$ cat src/hdl/pvt_regs_pkg.sv
`timescale 1ns / 1ps
// ----------------------------------------------------------------------------
// PVT sensor controller registers package
// Shared widths, offsets, codes and limits of the register front end.
// ----------------------------------------------------------------------------
package pvt_regs_pkg;

    localparam int OFFSET_W = 13;
    localparam int DATA_W   = 32;
    localparam int CODE_W   = 16;
    localparam int CFG_IDX_W = 3;

    localparam int MAX_TEMP_UNITS    = 8;
    localparam int MAX_PROC_UNITS    = 8;
    localparam int MAX_VOLT_UNITS    = 8;
    localparam int MAX_VOLT_CHANNELS = 16;

    localparam logic [31:0] UNLOCK_KEY = 32'h1acc_e551;
    localparam logic [31:0] SYNTH_MASK = 32'h01ff_ffff;
    localparam logic [31:0] IPW_MASK   = 32'h00ff_ffff;

    localparam logic CMD_READ  = 1'b0;
    localparam logic CMD_WRITE = 1'b1;

    localparam logic [1:0] WIN_COMMON = 2'd0;
    localparam logic [1:0] WIN_TEMP   = 2'd1;
    localparam logic [1:0] WIN_PROC   = 2'd2;
    localparam logic [1:0] WIN_VOLT   = 2'd3;

    localparam logic [1:0] MACRO_TEMP = 2'd0;
    localparam logic [1:0] MACRO_PROC = 2'd1;
    localparam logic [1:0] MACRO_VOLT = 2'd2;

    typedef enum logic [1:0] {
        ST_OK     = 2'd0,
        ST_UNIMPL = 2'd1,
        ST_RDONLY = 2'd2
    } status_t;

    localparam logic [CFG_IDX_W-1:0] CFG_TEMP_COUNT  = 3'd0;
    localparam logic [CFG_IDX_W-1:0] CFG_PROC_COUNT  = 3'd1;
    localparam logic [CFG_IDX_W-1:0] CFG_VOLT_COUNT  = 3'd2;
    localparam logic [CFG_IDX_W-1:0] CFG_VOLT_CHANS  = 3'd3;
    localparam logic [CFG_IDX_W-1:0] CFG_COMP_IDENT  = 3'd4;
    localparam logic [CFG_IDX_W-1:0] CFG_IDENT_RESET = 3'd5;

    localparam logic [OFFSET_W-1:0] CM_COMP_ID   = 13'h000;
    localparam logic [OFFSET_W-1:0] CM_IP_CFG    = 13'h004;
    localparam logic [OFFSET_W-1:0] CM_ID_NUM    = 13'h008;
    localparam logic [OFFSET_W-1:0] CM_SCRATCH   = 13'h00c;
    localparam logic [OFFSET_W-1:0] CM_LOCK      = 13'h010;
    localparam logic [OFFSET_W-1:0] CM_LOCK_STAT = 13'h014;

    localparam logic [OFFSET_W-1:0] MC_SYNTH     = 13'h000;
    localparam logic [OFFSET_W-1:0] MC_DISABLE   = 13'h004;
    localparam logic [OFFSET_W-1:0] MC_IP_CFG    = 13'h008;
    localparam logic [OFFSET_W-1:0] MC_SIO_CMD   = 13'h00c;
    localparam logic [OFFSET_W-1:0] MC_SIO_HALT  = 13'h010;
    localparam logic [OFFSET_W-1:0] MC_SIO_CTRL  = 13'h014;
    localparam logic [OFFSET_W-1:0] MC_SMPL_CTRL = 13'h020;
    localparam logic [OFFSET_W-1:0] MC_SMPL_CLR  = 13'h024;
    localparam logic [OFFSET_W-1:0] MC_SMPL_CNT  = 13'h028;

    localparam logic [OFFSET_W-1:0] MAC_COMMON = 13'h040;
    localparam logic [OFFSET_W-1:0] VM_COMMON  = 13'h200;
    localparam int MAC_SHIFT = 6;
    localparam int VM_SHIFT  = 9;

    localparam logic [8:0] MAC_RDATA = 9'h010;
    localparam logic [8:0] MAC_DONE  = 9'h014;
    localparam logic [8:0] MAC_DATA  = 9'h018;
    localparam logic [8:0] VM_DONE   = 9'h034;
    localparam logic [8:0] VM_DATA   = 9'h040;

endpackage

$ cat src/hdl/pvt_regs_req_if.sv
`timescale 1ns / 1ps
// ----------------------------------------------------------------------------
// PVT registers request channel
// Valid/ready channel that carries one bus access item.
// ----------------------------------------------------------------------------
interface pvt_regs_req_if;
    logic        valid;
    logic        ready;
    logic        cmd;
    logic [1:0]  window;
    logic [12:0] offset;
    logic [31:0] wdata;
    logic [15:0] sensor_code;

    modport source (output valid, cmd, window, offset, wdata, sensor_code, input ready);
    modport sink (input valid, cmd, window, offset, wdata, sensor_code, output ready);
endinterface

$ cat src/hdl/pvt_regs_rsp_if.sv
`timescale 1ns / 1ps
// ----------------------------------------------------------------------------
// PVT registers response channel
// Valid/ready channel that carries one access result item.
// ----------------------------------------------------------------------------
interface pvt_regs_rsp_if;
    logic        valid;
    logic        ready;
    logic [31:0] rdata;
    logic [1:0]  access_status;
    logic        sample_taken;

    modport source (output valid, rdata, access_status, sample_taken, input ready);
    modport sink (input valid, rdata, access_status, sample_taken, output ready);
endinterface

$ cat src/hdl/pvt_regs_cfg_if.sv
`timescale 1ns / 1ps
// ----------------------------------------------------------------------------
// PVT registers configuration channel
// Valid/ready write channel that carries a register index and write data.
// ----------------------------------------------------------------------------
interface pvt_regs_cfg_if;
    logic        valid;
    logic        ready;
    logic [2:0]  index;
    logic [31:0] data;

    modport source (output valid, index, data, input ready);
    modport sink (input valid, index, data, output ready);
endinterface

$ cat src/hdl/pvt_sensor_controller_registers_unit.sv
`timescale 1ns / 1ps
// ----------------------------------------------------------------------------
// PVT sensor controller registers unit
// Register front end for the common, temperature, process and voltage
// windows, with software lock, serial IP word programming and sample counts.
// ----------------------------------------------------------------------------
// Each access item is decoded and applied to the register state in the cycle
// it is accepted, and its result lands in an output register on the same
// edge, so an item can be accepted every cycle and its result appears in the
// cycle after it. The request side stalls only while the output register
// holds a result that the response side has not taken. The configuration
// port is always ready. The id number register resets to zero, and the
// ident number reset configuration index is ignored.
module pvt_sensor_controller_registers_unit (
    input  logic            clk,
    input  logic            rst_n,
    pvt_regs_req_if.sink    req,
    pvt_regs_rsp_if.source  rsp,
    pvt_regs_cfg_if.sink    cfg
);
    import pvt_regs_pkg::*;

    logic [3:0]  temp_cnt_reg;
    logic [3:0]  proc_cnt_reg;
    logic [3:0]  volt_cnt_reg;
    logic [4:0]  chans_reg;
    logic [31:0] comp_ident_reg;

    logic [31:0] ident_reg,   ident_next;
    logic [31:0] scratch_reg, scratch_next;
    logic [31:0] lock_reg,    lock_next;
    logic        locked_reg,  locked_next;

    logic [24:0] synth_reg     [3], synth_next     [3];
    logic [31:0] disable_reg   [3], disable_next   [3];
    logic [30:0] sio_cmd_reg   [3], sio_cmd_next   [3];
    logic [31:0] sio_ctrl_reg  [3], sio_ctrl_next  [3];
    logic [2:0]  mode_reg      [3], mode_next      [3];
    logic [15:0] count_reg     [3], count_next     [3];
    logic [23:0] readback_reg  [3], readback_next  [3];
    logic [23:0] ipw_reg    [3][8], ipw_next    [3][8];

    logic        rsp_valid_reg;
    logic [31:0] rdata_reg, rdata_next;
    status_t     status_reg, status_next;
    logic        took_reg, took_next;

    logic        accept;
    logic [1:0]  m;
    logic        in_common;
    logic [6:0]  inst;
    logic [8:0]  reg_off;
    logic [5:0]  unit_sat;
    logic [31:0] unit_mask;
    logic [4:0]  chan_sat;
    logic [23:0] ctrl_word;
    logic        is_ready;
    logic        chan_hit;

    assign req.ready = !rsp_valid_reg || rsp.ready;
    assign accept    = req.valid && req.ready;
    assign cfg.ready = 1'b1;

    assign rsp.valid         = rsp_valid_reg;
    assign rsp.rdata         = rdata_reg;
    assign rsp.access_status = status_reg;
    assign rsp.sample_taken  = took_reg;

    always_comb
    begin
        m = (req.window == WIN_COMMON) ? MACRO_TEMP : 2'(req.window - 2'd1);

        if (m == MACRO_VOLT)
        begin
            in_common = req.offset < VM_COMMON;
            inst      = 7'((req.offset - VM_COMMON) >> VM_SHIFT);
            reg_off   = req.offset[8:0];
        end
        else
        begin
            in_common = req.offset < MAC_COMMON;
            inst      = 7'((req.offset - MAC_COMMON) >> MAC_SHIFT);
            reg_off   = {3'b000, req.offset[5:0]};
        end

        unique case (m)
            MACRO_TEMP:
                unit_sat = ({2'b00, temp_cnt_reg} > 6'(MAX_TEMP_UNITS)) ?
                           6'(MAX_TEMP_UNITS) : {2'b00, temp_cnt_reg};
            MACRO_PROC:
                unit_sat = ({2'b00, proc_cnt_reg} > 6'(MAX_PROC_UNITS)) ?
                           6'(MAX_PROC_UNITS) : {2'b00, proc_cnt_reg};
            default:
                unit_sat = ({2'b00, volt_cnt_reg} > 6'(MAX_VOLT_UNITS)) ?
                           6'(MAX_VOLT_UNITS) : {2'b00, volt_cnt_reg};
        endcase

        unit_mask = 32'((33'd1 << unit_sat) - 33'd1);
        chan_sat  = ({2'b00, chans_reg} > 7'(MAX_VOLT_CHANNELS)) ?
                    5'(MAX_VOLT_CHANNELS) : chans_reg;
        chan_hit  = (reg_off >= VM_DATA) &&
                    ({1'b0, reg_off} < (10'(VM_DATA) + {3'b000, chan_sat, 2'b00}));

        ctrl_word = ipw_reg[m][0];
        is_ready  = synth_reg[m][24]
                 && !((inst < 7'd32) && disable_reg[m][inst[4:0]])
                 && !mode_reg[m][2]
                 && ctrl_word[1]
                 && (ctrl_word[3] || ctrl_word[8])
                 && ((m != MACRO_VOLT) || ctrl_word[10]);
    end

    always_comb
    begin
        ident_next    = ident_reg;
        scratch_next  = scratch_reg;
        lock_next     = lock_reg;
        locked_next   = locked_reg;
        synth_next    = synth_reg;
        disable_next  = disable_reg;
        sio_cmd_next  = sio_cmd_reg;
        sio_ctrl_next = sio_ctrl_reg;
        mode_next     = mode_reg;
        count_next    = count_reg;
        readback_next = readback_reg;
        ipw_next      = ipw_reg;
        rdata_next    = '0;
        status_next   = ST_OK;
        took_next     = 1'b0;

        if (req.window == WIN_COMMON)
        begin
            if (req.cmd == CMD_WRITE)
            begin
                unique case (req.offset)
                    CM_ID_NUM:  ident_next   = req.wdata;
                    CM_SCRATCH: scratch_next = req.wdata;
                    CM_LOCK:
                    begin
                        lock_next   = req.wdata;
                        locked_next = req.wdata != UNLOCK_KEY;
                    end
                    CM_COMP_ID, CM_IP_CFG, CM_LOCK_STAT: status_next = ST_RDONLY;
                    default: status_next = ST_UNIMPL;
                endcase
            end
            else
            begin
                unique case (req.offset)
                    CM_COMP_ID:   rdata_next = comp_ident_reg;
                    CM_IP_CFG:    rdata_next = {3'b000, chans_reg, 4'h0, volt_cnt_reg,
                                                4'h0, proc_cnt_reg, 4'h0, temp_cnt_reg};
                    CM_ID_NUM:    rdata_next = ident_reg;
                    CM_SCRATCH:   rdata_next = scratch_reg;
                    CM_LOCK:      rdata_next = lock_reg;
                    CM_LOCK_STAT: rdata_next = {31'd0, locked_reg};
                    default:      status_next = ST_UNIMPL;
                endcase
            end
        end
        else if (in_common)
        begin
            if (req.cmd == CMD_WRITE)
            begin
                if (!locked_reg)
                begin
                    unique case (req.offset)
                        MC_SYNTH:   synth_next[m] = 25'(req.wdata & SYNTH_MASK);
                        MC_DISABLE: disable_next[m] = req.wdata & unit_mask;
                        MC_SIO_CMD:
                        begin
                            sio_cmd_next[m] = req.wdata[30:0];
                            if (req.wdata[31])
                            begin
                                if (req.wdata[27])
                                begin
                                    ipw_next[m][req.wdata[26:24]] = 24'(req.wdata & IPW_MASK);
                                end
                                else if (!ctrl_word[8])
                                begin
                                    readback_next[m] = ipw_reg[m][req.wdata[26:24]];
                                end
                            end
                        end
                        MC_SIO_HALT:
                        begin
                            if (req.wdata[0])
                            begin
                                for (int i = 0; i < 8; i++)
                                begin
                                    ipw_next[m][i] = '0;
                                end
                                readback_next[m] = '0;
                            end
                        end
                        MC_SIO_CTRL:  sio_ctrl_next[m] = req.wdata & unit_mask;
                        MC_SMPL_CTRL: mode_next[m] = req.wdata[2:0];
                        MC_SMPL_CLR:
                        begin
                            if (req.wdata[0])
                            begin
                                count_next[m] = '0;
                            end
                        end
                        MC_IP_CFG, MC_SMPL_CNT: status_next = ST_RDONLY;
                        default: status_next = ST_UNIMPL;
                    endcase
                end
            end
            else
            begin
                unique case (req.offset)
                    MC_SYNTH:     rdata_next = {7'd0, synth_reg[m]};
                    MC_DISABLE:   rdata_next = disable_reg[m];
                    MC_IP_CFG:    rdata_next = ctrl_word[8] ? 32'd2 : 32'd0;
                    MC_SIO_CMD:   rdata_next = {1'b0, sio_cmd_reg[m]};
                    MC_SIO_HALT:  rdata_next = '0;
                    MC_SIO_CTRL:  rdata_next = sio_ctrl_reg[m];
                    MC_SMPL_CTRL: rdata_next = {29'd0, mode_reg[m]};
                    MC_SMPL_CLR:  rdata_next = '0;
                    MC_SMPL_CNT:  rdata_next = {16'd0, count_reg[m]};
                    default:      status_next = ST_UNIMPL;
                endcase
            end
        end
        else if ((req.cmd == CMD_WRITE) || (inst >= {1'b0, unit_sat}))
        begin
            status_next = ST_UNIMPL;
        end
        else
        begin
            priority if ((m != MACRO_VOLT) && (reg_off == MAC_RDATA))
            begin
                rdata_next = {8'd0, readback_reg[m]};
            end
            else if (((m != MACRO_VOLT) && (reg_off == MAC_DONE)) ||
                     ((m == MACRO_VOLT) && (reg_off == VM_DONE)))
            begin
                rdata_next = {31'd0, is_ready};
            end
            else if (((m != MACRO_VOLT) && (reg_off == MAC_DATA)) ||
                     ((m == MACRO_VOLT) && chan_hit))
            begin
                if (is_ready)
                begin
                    rdata_next = {16'd0, req.sensor_code};
                    took_next  = 1'b1;
                    if (!mode_reg[m][0] && ((count_reg[m] != 16'hffff) || !mode_reg[m][1]))
                    begin
                        count_next[m] = count_reg[m] + 16'd1;
                    end
                end
            end
            else
            begin
                status_next = ST_UNIMPL;
            end
        end
    end

    always_ff @(posedge clk or negedge rst_n)
    begin
        if (!rst_n)
        begin
            temp_cnt_reg   <= '0;
            proc_cnt_reg   <= '0;
            volt_cnt_reg   <= '0;
            chans_reg      <= '0;
            comp_ident_reg <= '0;
        end
        else if (cfg.valid && cfg.ready)
        begin
            unique case (cfg.index)
                CFG_TEMP_COUNT: temp_cnt_reg   <= cfg.data[3:0];
                CFG_PROC_COUNT: proc_cnt_reg   <= cfg.data[3:0];
                CFG_VOLT_COUNT: volt_cnt_reg   <= cfg.data[3:0];
                CFG_VOLT_CHANS: chans_reg      <= cfg.data[4:0];
                CFG_COMP_IDENT: comp_ident_reg <= cfg.data;
                default: ;
            endcase
        end
    end

    always_ff @(posedge clk or negedge rst_n)
    begin
        if (!rst_n)
        begin
            ident_reg   <= '0;
            scratch_reg <= '0;
            lock_reg    <= '0;
            locked_reg  <= 1'b0;
            for (int k = 0; k < 3; k++)
            begin
                synth_reg[k]    <= '0;
                disable_reg[k]  <= '0;
                sio_cmd_reg[k]  <= '0;
                sio_ctrl_reg[k] <= '0;
                mode_reg[k]     <= '0;
                count_reg[k]    <= '0;
                readback_reg[k] <= '0;
                for (int j = 0; j < 8; j++)
                begin
                    ipw_reg[k][j] <= '0;
                end
            end
        end
        else if (accept)
        begin
            ident_reg     <= ident_next;
            scratch_reg   <= scratch_next;
            lock_reg      <= lock_next;
            locked_reg    <= locked_next;
            synth_reg     <= synth_next;
            disable_reg   <= disable_next;
            sio_cmd_reg   <= sio_cmd_next;
            sio_ctrl_reg  <= sio_ctrl_next;
            mode_reg      <= mode_next;
            count_reg     <= count_next;
            readback_reg  <= readback_next;
            ipw_reg       <= ipw_next;
        end
    end

    always_ff @(posedge clk or negedge rst_n)
    begin
        if (!rst_n)
        begin
            rsp_valid_reg <= 1'b0;
        end
        else if (req.ready)
        begin
            rsp_valid_reg <= req.valid;
        end
    end

    always_ff @(posedge clk)
    begin
        if (accept)
        begin
            rdata_reg  <= rdata_next;
            status_reg <= status_next;
            took_reg   <= took_next;
        end
    end

endmodule

$ cat src/flat_wrapper.sv
// flat-port wrapper written by rule: the top's interface ports become plain ports
module pvt_sensor_controller_registers_unit_flat import pvt_regs_pkg::*;
  (clk, rst_n, req_valid, req_cmd, req_window, req_offset, req_wdata, req_sensor_code, req_ready, rsp_valid, rsp_rdata, rsp_access_status, rsp_sample_taken, rsp_ready, cfg_valid, cfg_index, cfg_data, cfg_ready);
  pvt_regs_req_if req_i ();
  pvt_regs_rsp_if rsp_i ();
  pvt_regs_cfg_if cfg_i ();
  input  logic clk;
  input  logic rst_n;
  input wire logic [$bits(req_i.valid)-1:0] req_valid;
  input wire logic [$bits(req_i.cmd)-1:0] req_cmd;
  input wire logic [$bits(req_i.window)-1:0] req_window;
  input wire logic [$bits(req_i.offset)-1:0] req_offset;
  input wire logic [$bits(req_i.wdata)-1:0] req_wdata;
  input wire logic [$bits(req_i.sensor_code)-1:0] req_sensor_code;
  output wire logic [$bits(req_i.ready)-1:0] req_ready;
  output wire logic [$bits(rsp_i.valid)-1:0] rsp_valid;
  output wire logic [$bits(rsp_i.rdata)-1:0] rsp_rdata;
  output wire logic [$bits(rsp_i.access_status)-1:0] rsp_access_status;
  output wire logic [$bits(rsp_i.sample_taken)-1:0] rsp_sample_taken;
  input wire logic [$bits(rsp_i.ready)-1:0] rsp_ready;
  input wire logic [$bits(cfg_i.valid)-1:0] cfg_valid;
  input wire logic [$bits(cfg_i.index)-1:0] cfg_index;
  input wire logic [$bits(cfg_i.data)-1:0] cfg_data;
  output wire logic [$bits(cfg_i.ready)-1:0] cfg_ready;
  assign req_i.valid = req_valid;
  assign req_i.cmd = req_cmd;
  assign req_i.window = req_window;
  assign req_i.offset = req_offset;
  assign req_i.wdata = req_wdata;
  assign req_i.sensor_code = req_sensor_code;
  assign req_ready = req_i.ready;
  assign rsp_valid = rsp_i.valid;
  assign rsp_rdata = rsp_i.rdata;
  assign rsp_access_status = rsp_i.access_status;
  assign rsp_sample_taken = rsp_i.sample_taken;
  assign rsp_i.ready = rsp_ready;
  assign cfg_i.valid = cfg_valid;
  assign cfg_i.index = cfg_index;
  assign cfg_i.data = cfg_data;
  assign cfg_ready = cfg_i.ready;
  pvt_sensor_controller_registers_unit u_core (.clk(clk), .rst_n(rst_n), .req(req_i), .rsp(rsp_i), .cfg(cfg_i));
endmodule
$ cat config.mk
export PLATFORM = sky130hd
export DESIGN_NAME = pvt_sensor_controller_registers_unit_flat
export DESIGN_NICKNAME = d
export VERILOG_FILES = /design/src/hdl/pvt_regs_pkg.sv /design/src/hdl/pvt_regs_req_if.sv /design/src/hdl/pvt_regs_rsp_if.sv /design/src/hdl/pvt_regs_cfg_if.sv /design/src/hdl/pvt_sensor_controller_registers_unit.sv /design/src/flat_wrapper.sv
export SDC_FILE = /design/constraint.sdc
export NUM_CORES = 2
export LEC_CHECK = 0
export ABC_AREA = 1
export BUFFER_PORTS_ARGS = -buffer_cell sky130_fd_sc_hd__buf_2
export CAP_MARGIN = 20
export CORE_AREA = 2 2 302 304
export DETAILED_ROUTE_END_ITERATION = 10
export DIE_AREA = 0 0 304 306
export GPL_ROUTABILITY_DRIVEN = 0
export PLACE_DENSITY_LB_ADDON = 0.08
export SKIP_CTS_REPAIR_TIMING = 1
export SYNTH_ARGS = -nofsm -noshare
export SYNTH_HDL_FRONTEND = slang
export SYNTH_SLANG_ARGS = --single-unit
$ cat constraint.sdc
create_clock -name clk -period 3.2 [get_ports clk]
set_input_delay 0.64 -clock clk [delete_from_list [all_inputs] [get_ports clk]]
set_output_delay 0.64 -clock clk [all_outputs]
set_load 0.1 [all_outputs]
======== Word level (Yosys, flattened, before mapping) ========
Cells that the tools add are included.
storage, ports and cells
  bits in registers ....................... 1,247
  bits of input ports ..................... 104
  output and inout port bits .............. 38
operators by class
  add/subtract/negate cells ............... 6
  order comparisons ....................... 15
  equal/unequal tests ..................... 33
  shifts and indexed selects .............. 1
  muxes and demuxes ....................... 124
  bitwise logic cells ..................... 26
  reduce and logical (&&, ||, !) cells .... 59
operator list
  cell               count
  $and 576x576->576  8
  $not 576->576      8
  $demux 192 s2      9
  $mux 576           3
  $pmux 576 s2       1
  $mux 192           4
  $bwmux 576         1
  $mux 48            12
  $mux 32            13
  $bmux 192 s2       1
  $mux 72            5
  $pmux 32 s7        1
  $bwmux 96          2
  $pmux 32 s6        1
  $mux 168           1
  $mux 24            7
  $mux 144           1
  $pmux 72 s2        1
  $bmux 32 s2        2
  $mux 120           1
  $mux 96            1
  $bwmux 93          1
  $mux 31            3
  $bwmux 75          1
  other kinds (89)   176

======== Logic depth before layout (Yosys ltp) ========
  depth after elaboration ................. 22
  depth in mapped cells ................... 22
  gate-level depth less buffers ........... 19

======== Worst setup path after synthesis ========
Ideal clock, no wire load.
  kind .................................... register to register
  start ................................... register u_core.rsp_valid_reg, in the netlist u_core.rsp.valid
  end ..................................... register u_core.count_reg[24] (netlist bit)
  setup time .............................. 0.066 ns
  arrival ................................. 3.709 ns
  required time ........................... 3.134 ns
  setup slack ............................. -0.575 ns
  stages on the path, launching flop included .. 10
  clock period less this slack ............ 3.775 ns
  path through ............................ dfrtp_1 > nand2_1 > nand2_1 > inv_1 > o2111ai_1 > nor2_1 > buf_2 > buf_2 > nand4_1 > nand2_1
between the ends
  word-level cells in the longest chain between the ends .. 4
RTL lines
  what                                line                                         source
  from (decl)                         pvt_sensor_controller_registers_unit.sv:43   logic rsp_valid_reg;
  from (signal assigned)              pvt_sensor_controller_registers_unit.sv:332  rsp_valid_reg <= req.valid;
  $logic_not 1->1                     pvt_sensor_controller_registers_unit.sv:60   assign req.ready = !rsp_valid_reg || rsp.ready;
  $logic_or 1x1->1                    pvt_sensor_controller_registers_unit.sv:60
  net req_ready                       flat_wrapper.sv:15                           output wire logic [$bits(req_i.ready)-1:0] req_ready;
  $logic_and 1x1->1                   pvt_sensor_controller_registers_unit.sv:61   assign accept = req.valid && req.ready;
  net u_core.accept                   pvt_sensor_controller_registers_unit.sv:48   logic accept;
  $reduce_and 12->1 (no source line)  -
  to (signal assigned)                pvt_sensor_controller_registers_unit.sv:318  count_reg <= count_next;
  to (decl)                           pvt_sensor_controller_registers_unit.sv:39   logic [15:0] count_reg [3], count_next [3];
The timed path passes the listed nets, and every way through them passes these cells.
A chain may end at the register's enable or synchronous reset.

======== Final worst setup path ========
  start ................................... register u_core.temp_cnt_reg[3]
  end ..................................... register u_core.rdata_reg[17], in the netlist u_core.rsp.rdata[17] (data pin)
between the ends
  word-level cells in the longest chain between the ends .. 8
RTL lines
  what                       line                                         source
  from (decl)                pvt_sensor_controller_registers_unit.sv:23   logic [3:0] temp_cnt_reg;
  from (signal assigned)     pvt_sensor_controller_registers_unit.sv:274  CFG_TEMP_COUNT: temp_cnt_reg <= cfg.data[3:0];
  $gt 4x4->1                 pvt_sensor_controller_registers_unit.sv:88   unit_sat = ({2'b00, temp_cnt_reg} > 6'(MAX_TEMP_UNITS)) ?
  $mux 4 (*)                 pvt_sensor_controller_registers_unit.sv:88
  $pmux 6 s2 (*)             pvt_sensor_controller_registers_unit.sv:86   unique case (m)
  $ge 7x6->1 (*)             pvt_sensor_controller_registers_unit.sv:226  else if ((req.cmd == CMD_WRITE) || (inst >= {1'b0, unit_sat}))
  $logic_or 1x1->1 (*)       pvt_sensor_controller_registers_unit.sv:226
  $mux 32 (*)                pvt_sensor_controller_registers_unit.sv:226
  $mux 32 (*)                pvt_sensor_controller_registers_unit.sv:161  else if (in_common)
  $mux 32 (*)                pvt_sensor_controller_registers_unit.sv:131  if (req.window == WIN_COMMON)
  net u_core.rdata_next[17]  pvt_sensor_controller_registers_unit.sv:44   logic [31:0] rdata_reg, rdata_next;
  to (signal assigned)       pvt_sensor_controller_registers_unit.sv:340  rdata_reg <= rdata_next;
  to (decl)                  pvt_sensor_controller_registers_unit.sv:44
The timed path passes the listed nets; every way through them passes the cells marked *.

==> impl_metrics.json <==
{
  "synth_top_area_share_pct": 54.03,
  "hold_depth": 2,
  "fmax_mhz": 318.8,
  "worstSetupPathType": "register to register",
  "vias": 51830,
  "grt_pass1_vias": 50060,
  "whs_ns": 0.1139,
  "maxSlewHeadroom_pct": 24.32,
  "grt_start_max_net_pins": 97,
  "clkTransAtPathRegs_ns": 0.06,
  "r2r-start": "u_core.temp_cnt_reg[3]",
  "async_flop_share_pct": 97.19,
  "cts_buffer_depth": 3,
  "dp_slack_ns": -0.6435,
  "place_area_mm2": 0.06174,
  "hpwl_um": 136400,
  "numCtsBuffers": 132,
  "nets": 6802,
  "use_met3_pct": 10.35,
  "synth_edf_count": 35,
  "clkLatencyLatePin_ns": 0.76,
  "synth-xor-area-share_pct": 0.06241,
  "ys.flop_type": "dfrtp_1",
  "hold_violations": 0,
  "whs_endpoint": "u_core.comp_ident_reg[15]",
  "drtPass1Iterations": 6,
  "ir_worst_vdd_mv": 0.5000,
  "die_h_um": 306,
  "rsz0062_at_grt": "false",
  "ys_seq_area_share_pct": 55.90,
  "io_pins": 142,
  "worst_ep_required_time_ns": 3.77,
  "final.setup.worst_slack_ns": 0.06318,
  "cts_tree": "yes",
  "drive_gt1_share_pct": 14.83,
  "routed_wl_um": 203600,
  "dieArea_mm2": 0.09302,
  "intPower_uw": 25390,
  "skew_ns": 0.02059,
  "antenna_found_initial": 6,
  "status": "finished clean",
  "synth.area.mux_share_pct": 0.5594,
  "place.port_buffers": 140,
  "synth_adder_area_share_pct": 0.3566,
  "ant_nets": 0,
  "combPwrFrac_pct": 7.1,
  "fp.dieW_um": 304,
  "worst_setup_path_end_kind": "register",
  "core.rowCount": 110,
  "fin_total_pwr_uw": 33870,
  "final_area_mm2": 0.06605,
  "yosysUniqueCellTypes": 56,
  "cts_root_buf": "clkbuf_16",
  "power.density_mw_per_mm2": 512.8,
  "grt_pass1_wl_um": 308900,
  "r2r-end": "u_core.rsp.rdata[17]",
  "cp-startpoint": "u_core.temp_cnt_reg[3]",
  "syn_area_per_cell_um2": 8.834,
  "worstPathArrival_ns": 3.70,
  "yosysTopAreaCell": "dfrtp_1",
  "fin_cells": 7957,
  "finalMaxSlewViolations": 0,
  "place_inst": 7721,
  "net-switching-power_uw": 8480,
  "pwr-share-clk_pct": 45.1,
  "worst_setup_path_start_kind": "register",
  "clock-sinks": 1247,
  "synth_compound_area_share_pct": 20.15,
  "drt_iter0_markers": 7733,
  "seqPwrFrac_pct": 47.8,
  "p_sw_share_pct": 25.04,
  "rrSetupSlack_ns": 0.06,
  "largest_reg_flops": 576,
  "setup_violations": 0,
  "globalRouteTotalUtil_pct": 43.67,
  "r2r_cells": 14,
  "syn2layout_area_growth_pct": 17.66,
  "start_util_pct": 62.65,
  "maxCapViolations": 0,
  "wl_per_cell_um": 25.59,
  "synth_seq_cells": 1247,
  "core_area_mm2": 0.08960,
  "hold_class": "primary input to register",
  "synth_area_leaders": "dfrtp_1, nand2_1, o22ai_1, o21ai_0, inv_1",
  "min-delay-start": "cfg_data[15]",
  "tightest_slew_ns": 1.125,
  "h-tree-depth": 4,
  "finalCritPeriodShare_pct": 98.03,
  "grtUsageMet2_pct": 65.19,
  "syn_area_mm2": 0.05614,
  "busiest_layer": "met2",
  "syn_inst": 6355,
  "yosys.area_share.simple_pct": 13.86,
  "overflow": 0,
  "grt_use_met1_pct": 56.79,
  "crit_fanout": 8,
  "vias_per_cell": 6.514,
  "leakagePower_uw": 0.03214,
  "period_needed_ns": 3.137,
  "drc_errors": 0,
  "synth_top_family_by_area": "compound AO/OA/AOI/OAI gates",
  "yosysWarnings": 0
}
## cells by family after synthesis
logic type / after synthesis
simple gates: 1891
compound gates: 1852
buf+inv: 1315
flops: 1247
mux: 28
fa+ha+maj: 16
xor+xnor: 4
other cells: 2
## worst max-delay path, stage by stage, from the launching register on
cell      delay, ns
dfrtp_1        0.50
nor2_4         0.06
buf_4          0.14
nor3_1         0.40
inv_1          0.15
ha_1           0.32
o21ai_1        0.08
nand2_1        0.07
nor2_2         0.17
buf_4          0.15
nand3_1        0.14
nor2_1         0.14
buf_4          0.18
o21ai_0        0.26
o221ai_1       0.19
## routing by layer
| layer | wire length, µm | up-vias |
|---|---|---|
| met3 | 23530 | 841 |
| met1 | 73760 | 25070 |
| li1 | - | 22220 |
| met5 | 70 | - |
| met2 | 89820 | 3696 |
| met4 | 16450 | 10 |
## cell usage after synthesis, types with 2 or more instances
library cell,n
buf_1,33
o21ai_2,3
dfrtp_1,1212
ha_1,16
buf_4,12
nor2_1,289
a21o_1,15
o22ai_1,743
conb_1,2
o221a_2,5
nand4_1,69
clkbuf_1,309
mux2_2,27
a2111oi_0,4
o2111ai_1,29
o221ai_1,79
o21ai_0,646
o211ai_1,22
nor2_2,3
a22oi_1,2
nand3_2,15
a21oi_2,19
nand3_1,167
o41ai_1,4
a31oi_1,50
o31ai_1,11
inv_1,841
a211oi_1,8
a22o_1,61
inv_2,2
nand3b_1,10
nor3_1,38
buf_2,105
nor4_1,15
clkinv_1,13
xor2_1,3
edfxtp_1,35
a221oi_1,20
or2_2,26
nand2_1,1256
o21a_1,3
a21oi_1,119
## cells in the final DEF (no fill, tap or decap), types with 27 or more instances in the layout
| cell type | n |
|---|---|
| a21oi_1 | 112 |
| a22o_1 | 61 |
| a31oi_1 | 50 |
| buf_12 | 100 |
| buf_2 | 138 |
| buf_4 | 409 |
| clkbuf_16 | 135 |
| clkbuf_8 | 34 |
| dfrtp_1 | 1211 |
| edfxtp_1 | 35 |
| inv_1 | 838 |
| mux2_2 | 27 |
| nand2_1 | 1248 |
| nand3_1 | 156 |
| nand4_1 | 69 |
| nor2_1 | 281 |
| nor3_1 | 32 |
| o2111ai_1 | 29 |
| o21ai_0 | 644 |
| o221ai_1 | 79 |
| o22ai_1 | 743 |
## stage by stage
| step | TNS, ns | util (%) |
|---|---|---|
| floorplan | -0.2762 | - |
| detailed placement | -136.67 | 68.91 |
| global placement | -88.12 | 68.88 |
| finish | 0 | 73.72 |
| global route | 0 | 73.72 |
| CTS | 0 | 73.68 |
## power by group through the flow
stage	clock (µW)	combinational (µW)	sequential, µW
global placement	0	2310	16500
global route	15900	2550	16200
CTS	15300	2350	16200
floorplan	0	901	16500
finish	15300	2410	16200
detailed placement	0	2340	16500
## how the worst max path moves through the flow
stage / to / slack, ns / cells after the start
2_1_floorplan: u_core.count_reg[19] / -0.01 / 17
3_3_place_gp: u_core.count_reg[26] / -0.66 / 15
6_report: u_core.rsp.rdata[17] / 0.06 / 14
4_1_cts: u_core.count_reg[1] / 0.09 / 15
3_5_place_dp: u_core.count_reg[22] / -0.64 / 15
5_1_grt: u_core.rsp.rdata[17] / 0.02 / 14
## area by class of cell
type	instances	area, µm²
Clock inverter	37	334.1
Tap cell	1176	1471
Clock buffer	194	3940
Timing Repair Buffer	650	5816
Multi-Input combinational cell	3795	19880
Sequential cell	1247	31380
Antenna cell	2	5.005
Inverter	856	3224
Fill cell	6662	23550
Power figures use the tool's default switching activity.
